File: config.mk
export PLATFORM = sky130hd
export DESIGN_NAME = dsib_pos_enc
export DESIGN_NICKNAME = d
export VERILOG_FILES = /design/src/rtl/dsib_pkg.sv /design/src/rtl/dsib_pos_enc.sv
export SDC_FILE = /design/constraint.sdc
export NUM_CORES = 1
export LEC_CHECK = 0
export BUFFER_PORTS_ARGS = -buffer_cell sky130_fd_sc_hd__clkbuf_2
export CAP_MARGIN = 20
export CORE_MARGIN = 1
export CORE_UTILIZATION = 22
export DETAILED_ROUTE_END_ITERATION = 16
export PLACE_DENSITY_LB_ADDON = 0.1
export SLEW_MARGIN = 5
export SYNTH_ARGS = -nofsm -noshare
export SYNTH_HDL_FRONTEND = slang
export SYNTH_SLANG_ARGS = --single-unit
File: constraint.sdc
create_clock -name vclk -period 1.4
set_input_delay 0.07 -clock vclk [all_inputs]
set_output_delay 0.07 -clock vclk [all_outputs]
set_load 0.1 [all_outputs]
File: src/rtl/dsib_pkg.sv
// Shared types and constants for the depth sorted insert buffer.
package dsib_pkg;

    localparam int CAPACITY_DEF = 64;
    localparam int KEY_W        = 32;
    localparam int TAG_W        = 16;
    localparam int POS_W        = 7;

    typedef enum logic {
        FN_INSERT = 1'b0,
        FN_DRAIN  = 1'b1
    } t_func;

    typedef enum logic [1:0] {
        ST_INSERTED = 2'd0,
        ST_DROPPED  = 2'd1,
        ST_DRAINED  = 2'd2,
        ST_EMPTY    = 2'd3
    } t_status;

    typedef enum logic {
        S_IDLE  = 1'b0,
        S_DRAIN = 1'b1
    } t_state;

    typedef struct packed {
        t_func                    func;
        logic signed [KEY_W-1:0]  depth_key;
        logic        [TAG_W-1:0]  payload_tag;
    } t_in_item;

    typedef struct packed {
        t_status                  status;
        logic signed [KEY_W-1:0]  out_key;
        logic        [TAG_W-1:0]  out_payload;
        logic        [POS_W-1:0]  out_position;
        logic                     last;
    } t_out_item;

    // Per-cycle command broadcast to every cell of the chain.
    typedef struct packed {
        logic insert;     // compare against new key, shift right, drop in new entry
        logic shift_out;  // move every entry one cell toward the head
    } t_cell_ctrl;

endpackage

File: src/rtl/dsib_pos_enc.sv
// One-hot to binary encoder for the slot that takes a new entry.
module dsib_pos_enc #(
    parameter int N = dsib_pkg::CAPACITY_DEF
) (
    input  logic [N-1:0]         i_onehot,
    output logic [$clog2(N)-1:0] o_pos
);
    import dsib_pkg::*;

    localparam int PW = $clog2(N);

    always_comb begin
        o_pos = '0;
        for (int i = 0; i < N; i++) begin
            if (i_onehot[i]) begin
                o_pos = o_pos | PW'(i);
            end
        end
    end

endmodule

=== Word-level counts from Yosys, hierarchy flattened ===
Cells that the tools add are included.

* Input port bits: 64
* Logic and storage cells: 63
* Output and inout port bits: 6
* Flip-flop bits (word level): 0

* Mux-type cells: 63

{| class="wikitable"
|+ Operators with widths
! kind !! count
|-
| 6-bit two-way mux || 32
|-
| 5-bit two-way mux || 16
|-
| 4-bit two-way mux || 8
|-
| 3-bit two-way mux || 4
|-
| 2-bit two-way mux || 2
|-
| 1-bit two-way mux || 1
|}

=== Logic depth before layout (Yosys ltp) ===
* Depth after elaboration: 63
* Depth in mapped cells: 3
* Mapped depth without buffers: 3

=== Least setup slack after synthesis ===
No wires, ideal clock.

* Path kind: in2out
* From: input i_onehot[24]
* To: output o_pos[3]
* Data arrival time: 1.897 ns
* Path slack: -0.567 ns
* Stages on the path: 3
* Cell sequence: or4_1 -> or4_1 -> or4_1

* Cells in the longest elaborated chain, start to end: 40

{| class="wikitable"
|+ RTL lines
! what !! line !! text
|-
| start: declaration || dsib_pos_enc.sv:5 || <nowiki>input logic [N-1:0] i_onehot,</nowiki>
|-
| 5-bit two-way mux (8 in series) || dsib_pos_enc.sv:15 || <nowiki>if (i_onehot[i]) begin</nowiki>
|-
| 6-bit two-way mux (32 in series) || dsib_pos_enc.sv:15 ||
|-
| end: declaration || dsib_pos_enc.sv:6 || <nowiki>output logic [$clog2(N)-1:0] o_pos</nowiki>
|}

Every way passes these cells.

=== Worst setup path in the final report ===
* From: input i_onehot[26]
* To: output o_pos[3]

* Cells in the longest elaborated chain, start to end: 38

{| class="wikitable"
|+ RTL lines
! what !! line
|-
| 5-bit two-way mux (6 in series) || dsib_pos_enc.sv:15
|-
| 6-bit two-way mux (32 in series) || dsib_pos_enc.sv:15
|}

Every way passes these cells.

==> out/summary.log <==
qor: cells_and_area.design.final.nets 203
qor: route.drt-total-wl 1870 um
qor: global_routing.grt_max_degree 4
qor: critical_path.setup.worst_path.end_class output pin
qor: sta.finalHoldViolCount 0
qor: synthesis.syn_area 312 sq um
qor: critical_path.cp.buffers_inverters 2
qor: power.total_leakage_power 0.506 nW
qor: hold_path.min_path_type in -> out
qor: place.portBuffers 69
qor: synthesis.yosysWarningCount 0
qor: sta.fin_ws -446 ps
qor: route.num_vias 799
qor: cells_and_area.layout.area.seq 0 sq um
qor: synthesis.netlist.top_cell.by_area nor4_1
qor: synthesis.synth_adder_area_share 0%
qor: synthesis.synth_top_area_share 36.1%
qor: critical_path.cpPeakStageDelay 500 ps
qor: power.power.density_cell_area 182 nW/um^2
qor: route.wl_per_cell 12.3 um
qor: synthesis.synth_xor_xnor_area_share 0%
qor: global_routing.global_route.overflow_total 0
qor: floorplanning.die_w 39.6 um
qor: floorplanning.design.die.area 1570 sq um
qor: cells_and_area.flops_and_latches 0
qor: synthesis.syn_inst 50
qor: job.max_cap_violations 0
qor: clock_tree.cts_hold_buf 0
qor: place.globalplace.congestion 0.871
qor: route.detail_route.iter0.violations 8
qor: place.dp_hpwl 1690 um
qor: route.detail_route.vias_per_cell 5.26
qor: floorplanning.initial_core_utilization 23.9%
qor: cells_and_area.area_growth 214%
qor: critical_path.timing.setup.critical_path_class in -> out
qor: synthesis.synth-compound-area-share 0%
qor: status.failed_checks setup timing
qor: critical_path.arrival 1780 ps
qor: synthesis.synthMuxAreaShare 0%
qor: cells_and_area.final_core_util 75.2%
qor: synthesis.synthSimpleGateAreaFrac 100%
qor: cells_and_area.clock_buffer_count 0
qor: synthesis.synth_cell_type_count 15
qor: sta.max-slew-margin-rel 71.7%
qor: global_routing.grt_pass1_wl 2780 um
qor: sta.timing.final.setup_violations 2
qor: synthesis.syn-mean-instance-area 6.23 sq um
qor: status.outcome complete, but fails checks
qor: sta.max_freq 542 MHz
qor: sta.timing.final.crit_share 132%
qor: floorplanning.die_h 39.6 um
qor: synthesis.synth_top_family_by_area simple AND/OR/NAND/NOR gates
qor: floorplanning.core_area 1300 sq um
qor: sta.grt_setup_unrepaired yes
qor: route.firstDrtPassIters 4
qor: power.finalPower 0.178 mW
qor: critical_path.cp_data_required_time 1330 ps
qor: floorplanning.floorplan.rows 13
qor: critical_path.timing.critical_path.cells clkbuf_2 -> or4_1 -> or4_4 -> or4_4 -> buf_12
qor: power.vdd_ir_drop_max 116 uV
qor: sta.timing.final.max_slew_violations 0
qor: sta.layout_min_cycle_time 1850 ps
qor: sta.worst_slew_pin_slew 421 ps
qor: synthesis.post_syn_nets 114
qor: critical_path.family_of_cells_with_the_greatest_summed_delay_on_the_critical_path simple AND/OR/NAND/NOR gates
qor: critical_path.worst_setup_path_start_kind primary input
qor: global_routing.grt_use_total 25.6%
qor: critical_path.critical-path-slowest-cell or4_1
qor: synthesis.synth_sequential_area_ratio 0%
qor: synthesis.synthTopCellsByArea nor4_1 (36%), or4_1 (14%), nor3_1 (8.0%)
qor: floorplanning.io_pins 70
qor: global_routing.grt_antenna_before_repair 0
qor: critical_path.timing.critical_path.fanout_max 2
qor: cells_and_area.layout-drive-gt1-share 73.7%
qor: route.postRouteAntennaNets 0
qor: global_routing.via_count_of_the_first_global_routing_pass 700
qor: cells_and_area.n_antenna_cell 0
qor: route.post-route-drc-count 0
qor: place.pre_cts_setup_slack -448 ps
qor: critical_path.critical_path.most_common_cell or4_4
routing by layer:
layer / track usage, % / wire (um) / vias up
li1: - / - / 401
met1: 31.0 / 737 / 363
met2: 50.8 / 1020 / 35
met3: 0 / 109 / 0
met4: 1.72 / 0 / 0
met5: 0 / 0 / -
cell usage in the layout, fill, tap and decap left out:
cell type | Yosys | layout
nor4bb_4 | 0 | 1
nand2_1 | 3 | 3
or2_2 | 2 | 2
buf_12 | 0 | 6
or4_4 | 0 | 5
nor3_1 | 5 | 4
nand4bb_2 | 0 | 1
clkbuf_2 | 0 | 63
buf_4 | 0 | 18
nor3_2 | 0 | 1
nor2_1 | 3 | 3
nand3b_1 | 1 | 1
nor4_1 | 18 | 14
nor4_2 | 0 | 3
nand3_1 | 2 | 2
and3_1 | 2 | 2
nor4_4 | 0 | 1
and4_1 | 1 | 1
nand4b_1 | 1 | 1
or3_1 | 2 | 2
nand4_1 | 2 | 2
or4_1 | 6 | 1
tightest hold or removal path: stages:
cell,delay [ps]
clkbuf_2,90
nor4_2,40
nand4_1,110
buf_12,180
cells by family after synthesis:
kind of cell	after synthesis
and+or+nand+nor	50
power breakdown:
group | leakage [nW] | internal, mW | total [mW] | switching [mW]
clock | 0 | 0 | 0 | 0
sequential | 0 | 0 | 0 | 0
combinational | 0.506 | 0.108 | 0.178 | 0.0707
total | 0.506 | 0.108 | 0.178 | 0.0707
final timing paths:
check / startpoint / endpoint / depth (start not counted)
max: i_onehot[26] / o_pos[3] / 5
min: i_onehot[48] / o_pos[5] / 4
synth_stat cells (all sizes together):
cell type   n
and3        2
and4        1
nand2       3
nand3       2
nand3b      1
nand4       2
nand4b      1
nand4bb     1
nor2        3
nor3        5
nor4       18
nor4bb      1
or2         2
or3         2
or4         6
area by class of cell:
type                       instances  area, sq um
fill                             106          323
tap                               15         18.8
multi-input combinational         50          389
timing repair buffer              87          571
per-stage QoR:
stage | instance area, sq um | hold slack (ps) | setup TNS [ps] | std cells
final | 978 | 560 | -485 | 152
after global routing | 978 | 590 | -647 | 152
after CTS | 938 | 566 | -503 | 152
after detailed placement | 913 | 565 | -608 | 152
after global placement | 913 | 563 | -593 | 152
after floorplan | 324 | 513 | -1260 | 50
what timing repair did:
action | CTS | global route
setup buffers | 0 | 0
setup endpoints to repair | 3 | 4
resized for setup | 4 | 7
pin swaps | 3 | 2
(Power assumes the default switching activity.)
