### src/rtl/dsib_pkg.sv
// Shared types and constants for the depth sorted insert buffer.
package dsib_pkg;

    localparam int CAPACITY_DEF = 64;
    localparam int KEY_W        = 32;
    localparam int TAG_W        = 16;
    localparam int POS_W        = 7;

    typedef enum logic {
        FN_INSERT = 1'b0,
        FN_DRAIN  = 1'b1
    } t_func;

    typedef enum logic [1:0] {
        ST_INSERTED = 2'd0,
        ST_DROPPED  = 2'd1,
        ST_DRAINED  = 2'd2,
        ST_EMPTY    = 2'd3
    } t_status;

    typedef enum logic {
        S_IDLE  = 1'b0,
        S_DRAIN = 1'b1
    } t_state;

    typedef struct packed {
        t_func                    func;
        logic signed [KEY_W-1:0]  depth_key;
        logic        [TAG_W-1:0]  payload_tag;
    } t_in_item;

    typedef struct packed {
        t_status                  status;
        logic signed [KEY_W-1:0]  out_key;
        logic        [TAG_W-1:0]  out_payload;
        logic        [POS_W-1:0]  out_position;
        logic                     last;
    } t_out_item;

    // Per-cycle command broadcast to every cell of the chain.
    typedef struct packed {
        logic insert;     // compare against new key, shift right, drop in new entry
        logic shift_out;  // move every entry one cell toward the head
    } t_cell_ctrl;

endpackage

### src/rtl/dsib_cell.sv
// One slot of the sorted chain: holds an entry, compares it, shifts it.
module dsib_cell (
    input  logic                               i_clk,
    input  dsib_pkg::t_cell_ctrl               i_ctrl,
    input  logic                               i_occ,
    input  logic                               i_at_end,
    input  logic signed [dsib_pkg::KEY_W-1:0]  i_new_key,
    input  logic        [dsib_pkg::TAG_W-1:0]  i_new_tag,
    input  logic                               i_prev_lt,
    input  logic signed [dsib_pkg::KEY_W-1:0]  i_prev_key,
    input  logic        [dsib_pkg::TAG_W-1:0]  i_prev_tag,
    input  logic signed [dsib_pkg::KEY_W-1:0]  i_next_key,
    input  logic        [dsib_pkg::TAG_W-1:0]  i_next_tag,
    output logic                               o_lt,
    output logic                               o_take_new,
    output logic signed [dsib_pkg::KEY_W-1:0]  o_key,
    output logic        [dsib_pkg::TAG_W-1:0]  o_tag
);
    import dsib_pkg::*;

    logic signed [KEY_W-1:0] r_key;
    logic        [TAG_W-1:0] r_tag;

    // Stored keys descend, so o_lt is a thermometer across occupied cells.
    assign o_lt       = i_occ && (r_key < i_new_key);
    assign o_take_new = !i_prev_lt && (o_lt || i_at_end);
    assign o_key      = r_key;
    assign o_tag      = r_tag;

    always_ff @(posedge i_clk) begin
        if (i_ctrl.insert) begin
            if (i_prev_lt) begin
                r_key <= i_prev_key;
                r_tag <= i_prev_tag;
            end else if (o_take_new) begin
                r_key <= i_new_key;
                r_tag <= i_new_tag;
            end
        end else if (i_ctrl.shift_out) begin
            r_key <= i_next_key;
            r_tag <= i_next_tag;
        end
    end

endmodule

### config.mk
export PLATFORM = sky130hd
export DESIGN_NAME = dsib_cell
export DESIGN_NICKNAME = d
export VERILOG_FILES = /design/src/rtl/dsib_pkg.sv /design/src/rtl/dsib_cell.sv
export SDC_FILE = /design/constraint.sdc
export NUM_CORES = 1
export LEC_CHECK = 0
export BUFFER_PORTS_ARGS = -buffer_cell sky130_fd_sc_hd__buf_2
export CORE_ASPECT_RATIO = 0.6
export CORE_UTILIZATION = 40
export CTS_CLUSTER_SIZE = 14
export DETAILED_ROUTE_END_ITERATION = 10
export PLACE_DENSITY = 0.78
export SYNTH_ARGS = -nofsm -noshare
export SYNTH_HDL_FRONTEND = slang
export SYNTH_SLANG_ARGS = --single-unit
### constraint.sdc
create_clock -name i_clk -period 4.9 [get_ports i_clk]
set_clock_uncertainty 0.05 [all_clocks]
set_input_delay 0.49 -clock i_clk [delete_from_list [all_inputs] [get_ports i_clk]]
set_output_delay 0.49 -clock i_clk [all_outputs]
set_load 0.02 [all_outputs]
# --- Word-level counts from Yosys, hierarchy flattened ---
# Cells that the tools add are included.
# Widths: inputs -> output; s select.
totals:
  inputBits: 150
  register_bits: 48
  wordCells: 18
  out_inout_bits: 50
op_classes:
  n_eq_ne: 1
  n_mux: 8
  magnitude_cmp: 1
  reduce_logical: 6
ops:
  columns: ["operator", "count"]
  rows:
  - ["$mux 32", 4]
  - ["$mux 16", 4]
  - ["$lt 32x32->1", 1]
  - ["$ne 3x1->1 const B", 1]
  - ["$logic_and 1x1->1", 2]
  - ["$reduce_and 2->1", 1]
  - ["$reduce_bool 2->1", 1]
  - ["$logic_not 1->1", 1]
  - ["$logic_or 1x1->1", 1]

# --- Longest topological paths before layout ---
# Gate-level depths: netlist of run 1.
depth:
  depth_word: 7
  depth_mapped: 8
  ltp_nobuf: 8

# --- Worst setup path before layout of run 1 ---
# Ideal clock, no wire load.
synth_timing:
  kind: "reg2reg"
  startpoint: "register r_key[31], in the netlist o_key[31]"
  endpoint: "register r_key[0], in the netlist o_key[0], enable pin"
  path_slack_ns: -0.023
  t_required_ns: 4.368
  path_stages_with_launch: 8
  n_path_buf: 0
  arrival_time_ns: 4.391
  setup_time_ns: 0.482
  synth_period_minus_slack_ns: 4.923
  path_cell_list: "edfxtp_1 ha_1 nand4_2 nor3_4 nand2_1 o31ai_2 o21ai_1 a31oi_1"
synth_between:
  elab_chain_len: 6
synth_lines:
  columns: ["item", "line_no", "rtl"]
  rows:
  - ["start: declaration", "dsib_cell.sv:21", "logic signed [KEY_W-1:0] r_key;"]
  - ["start signal: assignment", "dsib_cell.sv:33", "r_key <= i_prev_key;"]
  - ["start signal: assignment", "dsib_cell.sv:36", "r_key <= i_new_key;"]
  - ["start signal: assignment", "dsib_cell.sv:40", "r_key <= i_next_key;"]
  - ["$lt 32x32->1", "dsib_cell.sv:25", "assign o_lt = i_occ && (r_key < i_new_key);"]
  - ["$logic_and 1x1->1", "dsib_cell.sv:25", null]
  - ["$logic_or 1x1->1", "dsib_cell.sv:26", "assign o_take_new = !i_prev_lt && (o_lt || i_at_end);"]
  - ["$logic_and 1x1->1", "dsib_cell.sv:26", null]
  - ["$ne 3x1->1 (no line)", null, null]
  - ["$reduce_and 2->1 (no line)", null, null]
# Every way passes these cells.
# A chain may end at the register's enable or synchronous reset.

# --- Final worst setup path of run 1 ---
layout_timing:
  startpoint: "register r_key[5], in the netlist o_key[5]"
  endpoint: "output o_take_new"
layout_between:
  elab_chain_len: 4
layout_lines:
  columns: ["item", "line_no", "rtl"]
  rows:
  - ["$lt 32x32->1", "dsib_cell.sv:25", null]
  - ["$logic_and 1x1->1", "dsib_cell.sv:25", null]
  - ["$logic_or 1x1->1", "dsib_cell.sv:26", null]
  - ["$logic_and 1x1->1", "dsib_cell.sv:26", null]
  - ["end: declaration", "dsib_cell.sv:15", "output logic o_take_new,"]
# Every way passes these cells.

==> results of run 1 <==
-- Yosys cell counts (all sizes together), types with 2 or more instances --
master   n  area share
nor3     3      0.0080
inv     32       0.036
nand2b   2      0.0038
edfxtp  48        0.44
a21oi   54       0.082
a211oi   6       0.015
mux2i   48        0.15
clkbuf   9       0.010
buf      8       0.011
nand2   10       0.011
a21o     2      0.0046
o21ai    7       0.011
ha      31        0.12
nor2    52       0.059
a31oi    2      0.0057
o211ai   2      0.0046
nand4    3      0.0076
-- area by class of cell --
class / instances / area share
clock buffers: 5 / 0.02736
clock inverters: 3 / 0.009302
inverters: 32 / 0.02627
multi-input cells: 230 / 0.3669
flip-flops and latches: 48 / 0.3152
well taps: 108 / 0.02955
repair buffers: 202 / 0.2254
-- power groups by stage --
stage	Sequential (uW)	Combinational [uW]	Clock (uW)
finish	524	347	385
global route	528	385	409
CTS	525	351	396
detailed placement	533	349	0
global placement	531	341	0
floorplan	583	154	0
-- worst max-delay path: cells and delay by family (launching register included) --
family,cells,cell delay [ps]
AND/OR/NAND/NOR,1,370
buffers and inverters,1,200
adder cells (fa/ha/maj),1,310
flip-flops,1,400
AO/OA/AOI/OAI,5,930
-- layout by cell type (no fill, tap or decap), types with 3 or more instances in the layout --
master     netlist  layout
o21ai_1          3       3
edfxtp_1        48      48
nand2_1         10      10
buf_2            5     199
nor2_1          52      52
clkbuf_16        0       5
mux2i_1         48      48
a211oi_1         5       5
o21ai_0          4       4
inv_1           32      32
a21oi_1         54      54
ha_1            31      31
-- per-stage QoR --
| stage | hold slack, ps | cells | setup WS (ps) | util |
|---|---|---|---|---|
| global route | 472.9 | 628 | 1687 | 0.5779 |
| finish | 466.6 | 628 | 1861 | 0.5779 |
| floorplan | 665.6 | 327 | 1133 | - |
| CTS | 460.2 | 628 | 1833 | 0.5779 |
| global placement | 759.6 | 620 | 1724 | 0.5567 |
| detailed placement | 762.7 | 620 | 1626 | 0.5567 |
-- metal layers --
metal  vias to the layer above  share of wire  GRT usage
li1                       1561              -          -
met5                         -              0          0
met3                         7          0.065    0.05189
met4                         0         0.0088    0.04923
met2                       108           0.47     0.3598
met1                      1397           0.45     0.2554
-- how the worst max path moves through the flow --
| stage | slack, ps | to | startpoint | cells past startpoint |
|---|---|---|---|---|
| floorplan | 1130 | o_key[0]$_DFFE_PP_ | o_key[31]$_DFFE_PP_ | 7 |
| global placement | 1720 | o_key[8]$_DFFE_PP_ | i_new_key[6] | 10 |
| detailed placement | 1630 | o_tag[15]$_DFFE_PP_ | i_new_key[6] | 10 |
| CTS | 1830 | o_take_new | o_key[5]$_DFFE_PP_ | 8 |
| global route | 1690 | o_key[15]$_DFFE_PP_ | o_key[31]$_DFFE_PP_ | 8 |
| finish | 1860 | o_take_new | o_key[5]$_DFFE_PP_ | 8 |
-- state kept, by name, summed over array words and instances (netlist names) --
name	flops
o_key	32
o_tag	16
-- kinds of logic after synthesis --
| family | after synthesis | share of synthesized area |
|---|---|---|
| compound gates | 77 | 0.1413 |
| flops | 48 | 0.4375 |
| mux | 48 | 0.1458 |
| fa+ha+maj | 31 | 0.1177 |
| buf+inv | 49 | 0.05773 |
| simple gates | 74 | 0.09989 |
==> run summary, run 1 <==
GRT Residual Overflow: 0
Ant. Diodes: 0
Largest net degree at the start of global routing: 76
CTS tree: built
CTS resizes: 0
Asr flop ratio synth: 0
Top-level I/O count: 200
Max Transition Viols Final: 0
Count of hold-fix buffers inserted at cts: 0
CP endpoint kind: output port
Sequential power share: 0.417
Setup Viol. Count Final: 0
Die area: 8615 um2
Total power: 1256 uW
Area growth from synthesis to layout: 38.82%
Fill count: 711
CTS H-tree lvls: 2
Cells after synthesis: 327
Critical path data arrival time: 2500 ps
Pre-antenna DRT Iters: 4
Worst R2R Setup Slack: 1900 ps
Hold Crit Depth: 3
Worst hold start: i_next_key[19]
Maximum clock rate: 329.1 MHz
R2R cell count: 8
Fin nets: 700
# rows: 25
Area after DPL: 4405 um2
Post-route DRC: 0
Hold endpoint: o_key[19]$_DFFE_PP_
Clock slew at reported path FFs: 60 ps
Crit start category: register
Synth unique cells: 31
Tmin final: 3039 ps
Status: finished, final reports clean
Post-Syn Area per Cell: 10.07 um2
Number of global-route vias before repair: 3015
Die Wd: 119.2 um
Starting density of the core: 0.4163
Worst path max stage delay: 400 ps
Die outline height: 72.30 um
Post-synth EDFFs: 48
Footprint of the multi-input gates: 1678 um2
Count of final hold-check violations: 0
Yosys reg bits: 48
Tightest Pin Transition: 842.1 ps
Synthesized area: 3294 um2
RR Endpoint: o_key[29]$_DFFE_PP_
VDD IR max: 0.1222 mV
Sequential cell area: 1441 um2
First-pass GRT wire length: 13790 um
Req. time, crit path: 4360 ps
Most used DFF post-synth: edfxtp_1
Share of layout cells above drive strength 1: 0.4212
Critical path type: reg -> out
Critical-path top delay cell: edfxtp_1
Final Routed Wirelength: 8867 um
Buffers on Ports: 199
DR iter-0 viols: 90
Setup bufs post-CTS: 0
CP Cell Sequence: ha_1 > a21o_1 > a221oi_2 > o21a_1 > o31ai_2 > or3_4 > a31oi_2 > buf_2
Clock latency at the later pin of the worst-skew pair: 280 ps
Lkg Pwr: 0.002324 uW
Post-DR vias/cell: 4.893
Worst R2R Start: o_key[5]$_DFFE_PP_
Mapped Nets: 508
Int Pwr: 892.2 uW
Final Cycle Share: 0.6201
Number of CTS-inserted buffers: 5
Vias after detailed routing: 3073
Part of the total power dissipated in the clock network: 0.307
GPL Wtd Cong: 0.7807
Cell area after layout: 4573 um2
Sequential fraction of the synthesis area: 0.4375
Total negative slack: 0 ps
Core ar.: 7914 um2
Total GRT Usage: 0.2048
Sw power: 364.0 uW
Initial antenna violation count: 0
Worst rel slew slack: 0.4386
Total of max-cap violations: 0
CTS max path bufs: 2
Routed Antenna Nets: 0
CTS root buf: clkbuf_16
Pwr/cell area: 274.7 nW/um2
Yosys warns: 0
Clock Sinks: 48
RSZ-0062 raised after global routing: no
DP Wirelength: 7164 um
Hold WC Path Type: in -> reg
Logic pwr share: 0.276
Switch share: 0.2898
DR WL/cell: 14.12 um
Crit Path Max Fanout: 3
Note: power is estimated with default switching activity, not from simulation.
==> run 2: changes to the inputs <==
- ABC_AREA: not set -> 1
- clock period: 4.9 -> 2.7 ns (I/O delays scaled with it)
==> run 2 against run 1 <==
Compared with the run above: cell count is 13% higher; setup slack worse by 1600 ps; highest routed layer unchanged; design area increased by 0.74%; die area is 0.74% lower; combinational power is 88% higher; register-to-register slack worse by 1600 ps; critical endpoint unchanged; wire length is 4.8% higher; largest cell class unchanged; hold slack lost 260 ps; critical path depth is 3 higher; synthesized cell count is 25% higher.
==> run summary, run 2 <==
First-pass GRT wire length: 14460 um
Vias after detailed routing: 3425
Int Pwr: 1619 uW
Total of max-cap violations: 0
Top-area cell type share of the netlist area: 0.4409
Status: finished, final reports clean
Ant. Diodes: 0
Crit start category: register
Lkg Pwr: 0.002358 uW
Number of CTS-inserted buffers: 5
CTS root buf: clkbuf_16
CTS tree: built
DR iter-0 viols: 141
Count of final hold-check violations: 0
# rows: 25
Pre-antenna DRT Iters: 4
Max Transition Viols Final: 0
Tmin final: 2485 ps
Tightest Pin Transition: 497.1 ps
Critical path type: reg -> out
Clock Sinks: 48
Sequential power share: 0.416
Buffers on Ports: 199
Mapped Nets: 589
Number of global-route vias before repair: 3109
VDD IR max: 0.4074 mV
Crit Path Max Fanout: 3
Max reg flops: 32
Most frequent cells in the layout: 199 x buf_2, 94 x o21ai_0, 79 x nand2_1
Top cell type by total area after synthesis: edfxtp_1
Post-DR vias/cell: 4.810
Largest net degree at the start of global routing: 49
Routed Antenna Nets: 0
Sequential fraction of the synthesis area: 0.4409
Post-Syn Area per Cell: 8.013 um2
Die Wd: 118.7 um
Top cells by area, synth: edfxtp_1 44%, o21ai_0 15%, ha_1 12%, nand2_1 9.2%, nor2_1 6.5%
Asr flop ratio synth: 0
Count leader, synth: o21ai_0
GPL Wtd Cong: 0.8018
Initial antenna violation count: 0
Yosys warns: 0
CP endpoint kind: output port
DP Wirelength: 7360 um
Part of the total power dissipated in the clock network: 0.301
Fin nets: 784
Sw power: 679.0 uW
Post-synthesis simple-gate area fraction: 0.1833
Die outline height: 72.03 um
Adder-Cell Fraction of Synth Area: 0.1186
Top-level I/O count: 200
Compound-gate portion of the synthesized area: 0.1806
Final Cycle Share: 0.9202
Most used DFF post-synth: edfxtp_1
Share of layout cells above drive strength 1: 0.3808
Post-synth EDFFs: 48
Yosys reg bits: 48
Clock latency at the later pin of the worst-skew pair: 280 ps
CTS max path bufs: 2
Cell area after layout: 4607 um2
Cells after DPL: 702
Critical path data arrival time: 2160 ps
Total GRT Usage: 0.2132
Main combinational cell family by area after synthesis: simple AND/OR/NAND/NOR gates
GRT Residual Overflow: 0
Clock slew at reported path FFs: 70 ps
XOR/XNOR share of the synthesized area: 0
Logic pwr share: 0.283
RSZ-0062 raised after global routing: no
Setup Viol. Count Final: 0
Core ar.: 7883 um2
Mux contribution to synthesized area: 0
Area growth from synthesis to layout: 40.91%
Area after DPL: 4428 um2
Most common cell after layout, fill and taps aside: buf_2
Die area: 8551 um2
Starting density of the core: 0.4148
Fin cells: 712
Final Routed Wirelength: 9297 um
Pwr/cell area: 498.8 nW/um2
CTS H-tree lvls: 2
Req. time, crit path: 2380 ps
Switch share: 0.2955
Commonest cells post-synth: 95 x o21ai_0, 80 x nand2_1, 57 x nor2_1
Maximum clock rate: 402.5 MHz
Post-route DRC: 0
Synth unique cells: 18
CTS resizes: 0
Worst rel slew slack: 0.6686
DR WL/cell: 13.06 um
Cells after synthesis: 408
Synthesized area: 3269 um2
Hold WC Path Type: in -> reg
==> run 2: cell types whose count changed in the layout (fill, tap and decap cells not counted), moves of 4 or more <==
| cell | before | now |
|---|---|---|
| nor2_1 | 52 | 57 |
| nand2_1 | 10 | 79 |
| a21oi_1 | 54 | 11 |
| inv_1 | 32 | 44 |
| buf_4 | 2 | 7 |
| o21ai_0 | 4 | 94 |
| a21oi_2 | 0 | 4 |
| mux2i_1 | 48 | 0 |
| a211oi_1 | 5 | 0 |
==> run 2: stage by stage <==
step	setup TNS, ps	util	power, uW	setup slack, ps	hold WS (ps)
6_report	0	0.5844	2298	215.4	211.5
5_1_grt	0	0.5844	2426	16.43	217.3
4_1_cts	0	0.5825	2313	121.7	207.6
3_5_place_dp	0	0.5617	1620	143.9	503.5
3_3_place_gp	0	0.5617	1599	202.5	504.7
2_1_floorplan	-247.7	-	1340	-5.161	411.2
==> run 2: layout make-up <==
| class | count | area (um2) |
|---|---|---|
| tap | 108 | 135.1 |
| timing repair buffer | 208 | 1089 |
| sequential | 48 | 1441 |
| clock buffer | 6 | 128.9 |
| clock inverter | 2 | 35.03 |
| fill | 733 | 3276 |
| inverter | 45 | 172.7 |
| multi-input combinational | 295 | 1605 |
==> run 2: worst max-delay path, cell delays in order (launching register included) <==
cell      delay [ps]
edfxtp_1         400
ha_1             330
a21oi_1          140
o21ai_1           80
nand2_1           70
nand3_1          120
a21oi_2          180
nand2_1           70
nand2_1           70
nand3_2           90
a21oi_1          140
buf_2            190
==> run 2: what timing repair did <==
item / 4_1_cts / 5_1_grt
endpoints found under the setup margin: 0 / 40
endpoints found under the hold margin: 0 / 0
hold buffers: 0 / 0
setup buffers: 0 / 2
==> run 2: cell families after synthesis <==
kind of cell	Yosys count
compound gates	115
simple gates	149
buf+inv	65
flops	48
fa+ha+maj	31
==> run 2: power groups by stage <==
stage	clock [uW]	sequential, uW	combinational [uW]
floorplan	0	1070	268
global placement	0	969	630
detailed placement	0	972	648
CTS	704	957	652
global route	736	964	726
finish	692	956	651
==> run 2: final timing paths <==
| kind | slack [ps] | startpoint | to | cells after the start |
|---|---|---|---|---|
| worst max register to register | 330 | o_key[17]$_DFFE_PP_ | o_key[8]$_DFFE_PP_ | 13 |
| worst min-delay path | 210 | i_next_key[16] | o_key[16]$_DFFE_PP_ | 3 |
| worst max-delay path | 220 | o_key[17]$_DFFE_PP_ | o_take_new | 11 |
| worst min register to register | 1250 | o_key[31]$_DFFE_PP_ | o_key[30]$_DFFE_PP_ | 8 |
==> run 2: layer usage <==
layer | global-route usage | routed length (um)
met4 | 0.02954 | 61
met1 | 0.2795 | 4140
met3 | 0.04638 | 712
met5 | 0 | 0
met2 | 0.3743 | 4383
==> run 3: changes to the inputs <==
- ABC_AREA: 1 -> not set
- CORE_ASPECT_RATIO: 0.6 -> 0.8
==> run 3 against run 2 <==
Compared with the run above: die area rose by 0.63%; fmax fell by 6.4%; wire length fell by 8.6%; critical endpoint unchanged.
==> run summary, run 3 (synthesis results as in run 1) <==
Fin cells: 631
Tmin final: 2654 ps
Post-route DRC: 0
Final Cycle Share: 0.9829
First-pass GRT wire length: 12950 um
Worst rel slew slack: 0.6192
Number of global-route vias before repair: 2943
Count of final hold-check violations: 0
Area growth from synthesis to layout: 41.74%
Worst R2R Start: o_key[6]$_DFFE_PP_
Fin nets: 703
Critical path type: reg -> out
Req. time, crit path: 2380 ps
Number of CTS-inserted buffers: 5
DP Wirelength: 6712 um
Maximum clock rate: 376.8 MHz
Largest net degree at the start of global routing: 69
Share of layout cells above drive strength 1: 0.4417
Top-level I/O count: 200
RSZ-0062 raised after global routing: yes
Critical path origin: o_key[6]$_DFFE_PP_
Die Wd: 103.5 um
Placement Setup Slack: 19.80 ps
Ant. Diodes: 0
Lkg Pwr: 0.002332 uW
Total of max-cap violations: 0
Die area: 8605 um2
# rows: 29
CTS max path bufs: 2
Final Routed Wirelength: 8494 um
Vias after detailed routing: 3064
Core ar.: 7946 um2
Pwr/cell area: 458.6 nW/um2
Buffers on Ports: 199
Starting density of the core: 0.4146
Status: finished, final reports clean
Critical path data arrival time: 2330 ps
DR iter-0 viols: 40
Post-DR vias/cell: 4.856
Clock Sinks: 48
CTS H-tree lvls: 2
Most common cell after layout, fill and taps aside: buf_2
Tightest Pin Transition: 571.2 ps
CP endpoint kind: output port
CTS tree: built
Clock latency at the later pin of the worst-skew pair: 300 ps
Total power: 2142 uW
Max Transition Viols Final: 0
Cells after DPL: 621
Crit Path Max Fanout: 3
Total GRT Usage: 0.1949
Hold WC Path Type: in -> reg
GRT Residual Overflow: 0
Final setup margin: 46.17 ps
Worst hold start: i_next_key[23]
Clock slew at reported path FFs: 100 ps
Setup Viol. Count Final: 0
Routed Antenna Nets: 0
Max reg flops: 32
VDD IR max: 0.2379 mV
CTS root buf: clkbuf_8
GPL Wtd Cong: 0.7777
Initial antenna violation count: 0
Crit start category: register
Area after DPL: 4438 um2
Most frequent cells in the layout: 197 x buf_2, 54 x a21oi_1, 52 x nor2_1
Pre-antenna DRT Iters: 4
Die outline height: 83.17 um
Cell area after layout: 4669 um2
DR WL/cell: 13.46 um
run 3: changes by cell type in the layout (fill, tap and decap cells not counted), sizes merged, moves of 2 or more:
| cell | delta |
|---|---|
| a211oi | +6 |
| a21o | +2 |
| a21oi | +39 |
| a31oi | +2 |
| buf | -3 |
| inv | -12 |
| mux2i | +48 |
| nand2 | -70 |
| nand2b | +2 |
| nand3 | -6 |
| nand4 | +2 |
| nor2 | -7 |
| o211ai | +2 |
| o21ai | -93 |
run 3: layer usage:
metal  routed length, um  global-route usage
met1                3402              0.2248
met2                4381              0.3576
met3                 596             0.04377
met4                 114             0.04738
met5                   0                   0
run 3: layout make-up:
cell class	count	area, um2
Fill cell	684	3277
Sequential cell	48	1441
Clock inverter	3	47.55
Inverter	32	120.1
Tap cell	108	135.1
Multi-Input combinational cell	230	1769
Clock buffer	5	68.82
Timing Repair Buffer	205	1087
run 3: critical path: stages, from the launching register on:
cell	delay (ps)
edfxtp_1	450
ha_4	250
and3_4	180
a221oi_2	210
o21a_1	220
o31ai_4	70
or3_4	380
a31oi_4	140
buf_6	140
run 3: power by group:
group / internal [uW] / switching (uW) / total [uW]
clock: 279 / 252 / 531
combinational: 292 / 370 / 662
sequential: 914 / 34.0 / 948
total: 1490 / 656 / 2140
run 3: final timing paths:
| check | to | slack, ps | cells after the start |
|---|---|---|---|
| hold reg to reg | o_key[20]$_DFFE_PP_ | 1290 | 6 |
| hold / removal | o_key[23]$_DFFE_PP_ | 230 | 3 |
| setup reg to reg | o_tag[3]$_DFFE_PP_ | 140 | 8 |
| setup / recovery | o_take_new | 50 | 8 |
run 3: stage by stage:
stage / utilization / TNS (ps) / hold slack, ps
after floorplan: - / -21450 / 445.6
after global placement: 0.5585 / 0 / 539.2
after detailed placement: 0.5585 / 0 / 544.4
after CTS: 0.5761 / -62.38 / 223.6
after global routing: 0.5876 / -61.28 / 222.1
final: 0.5876 / 0 / 232.9
run 3: timing repair:
action / CTS / global route
buffers inserted: 0 / 2
endpoints found under the hold margin: 0 / 0
hold buffers: 0 / 0
pin swaps: 7 / 8
resized for setup: 4 / 13
endpoints found under the setup margin: 8 / 50
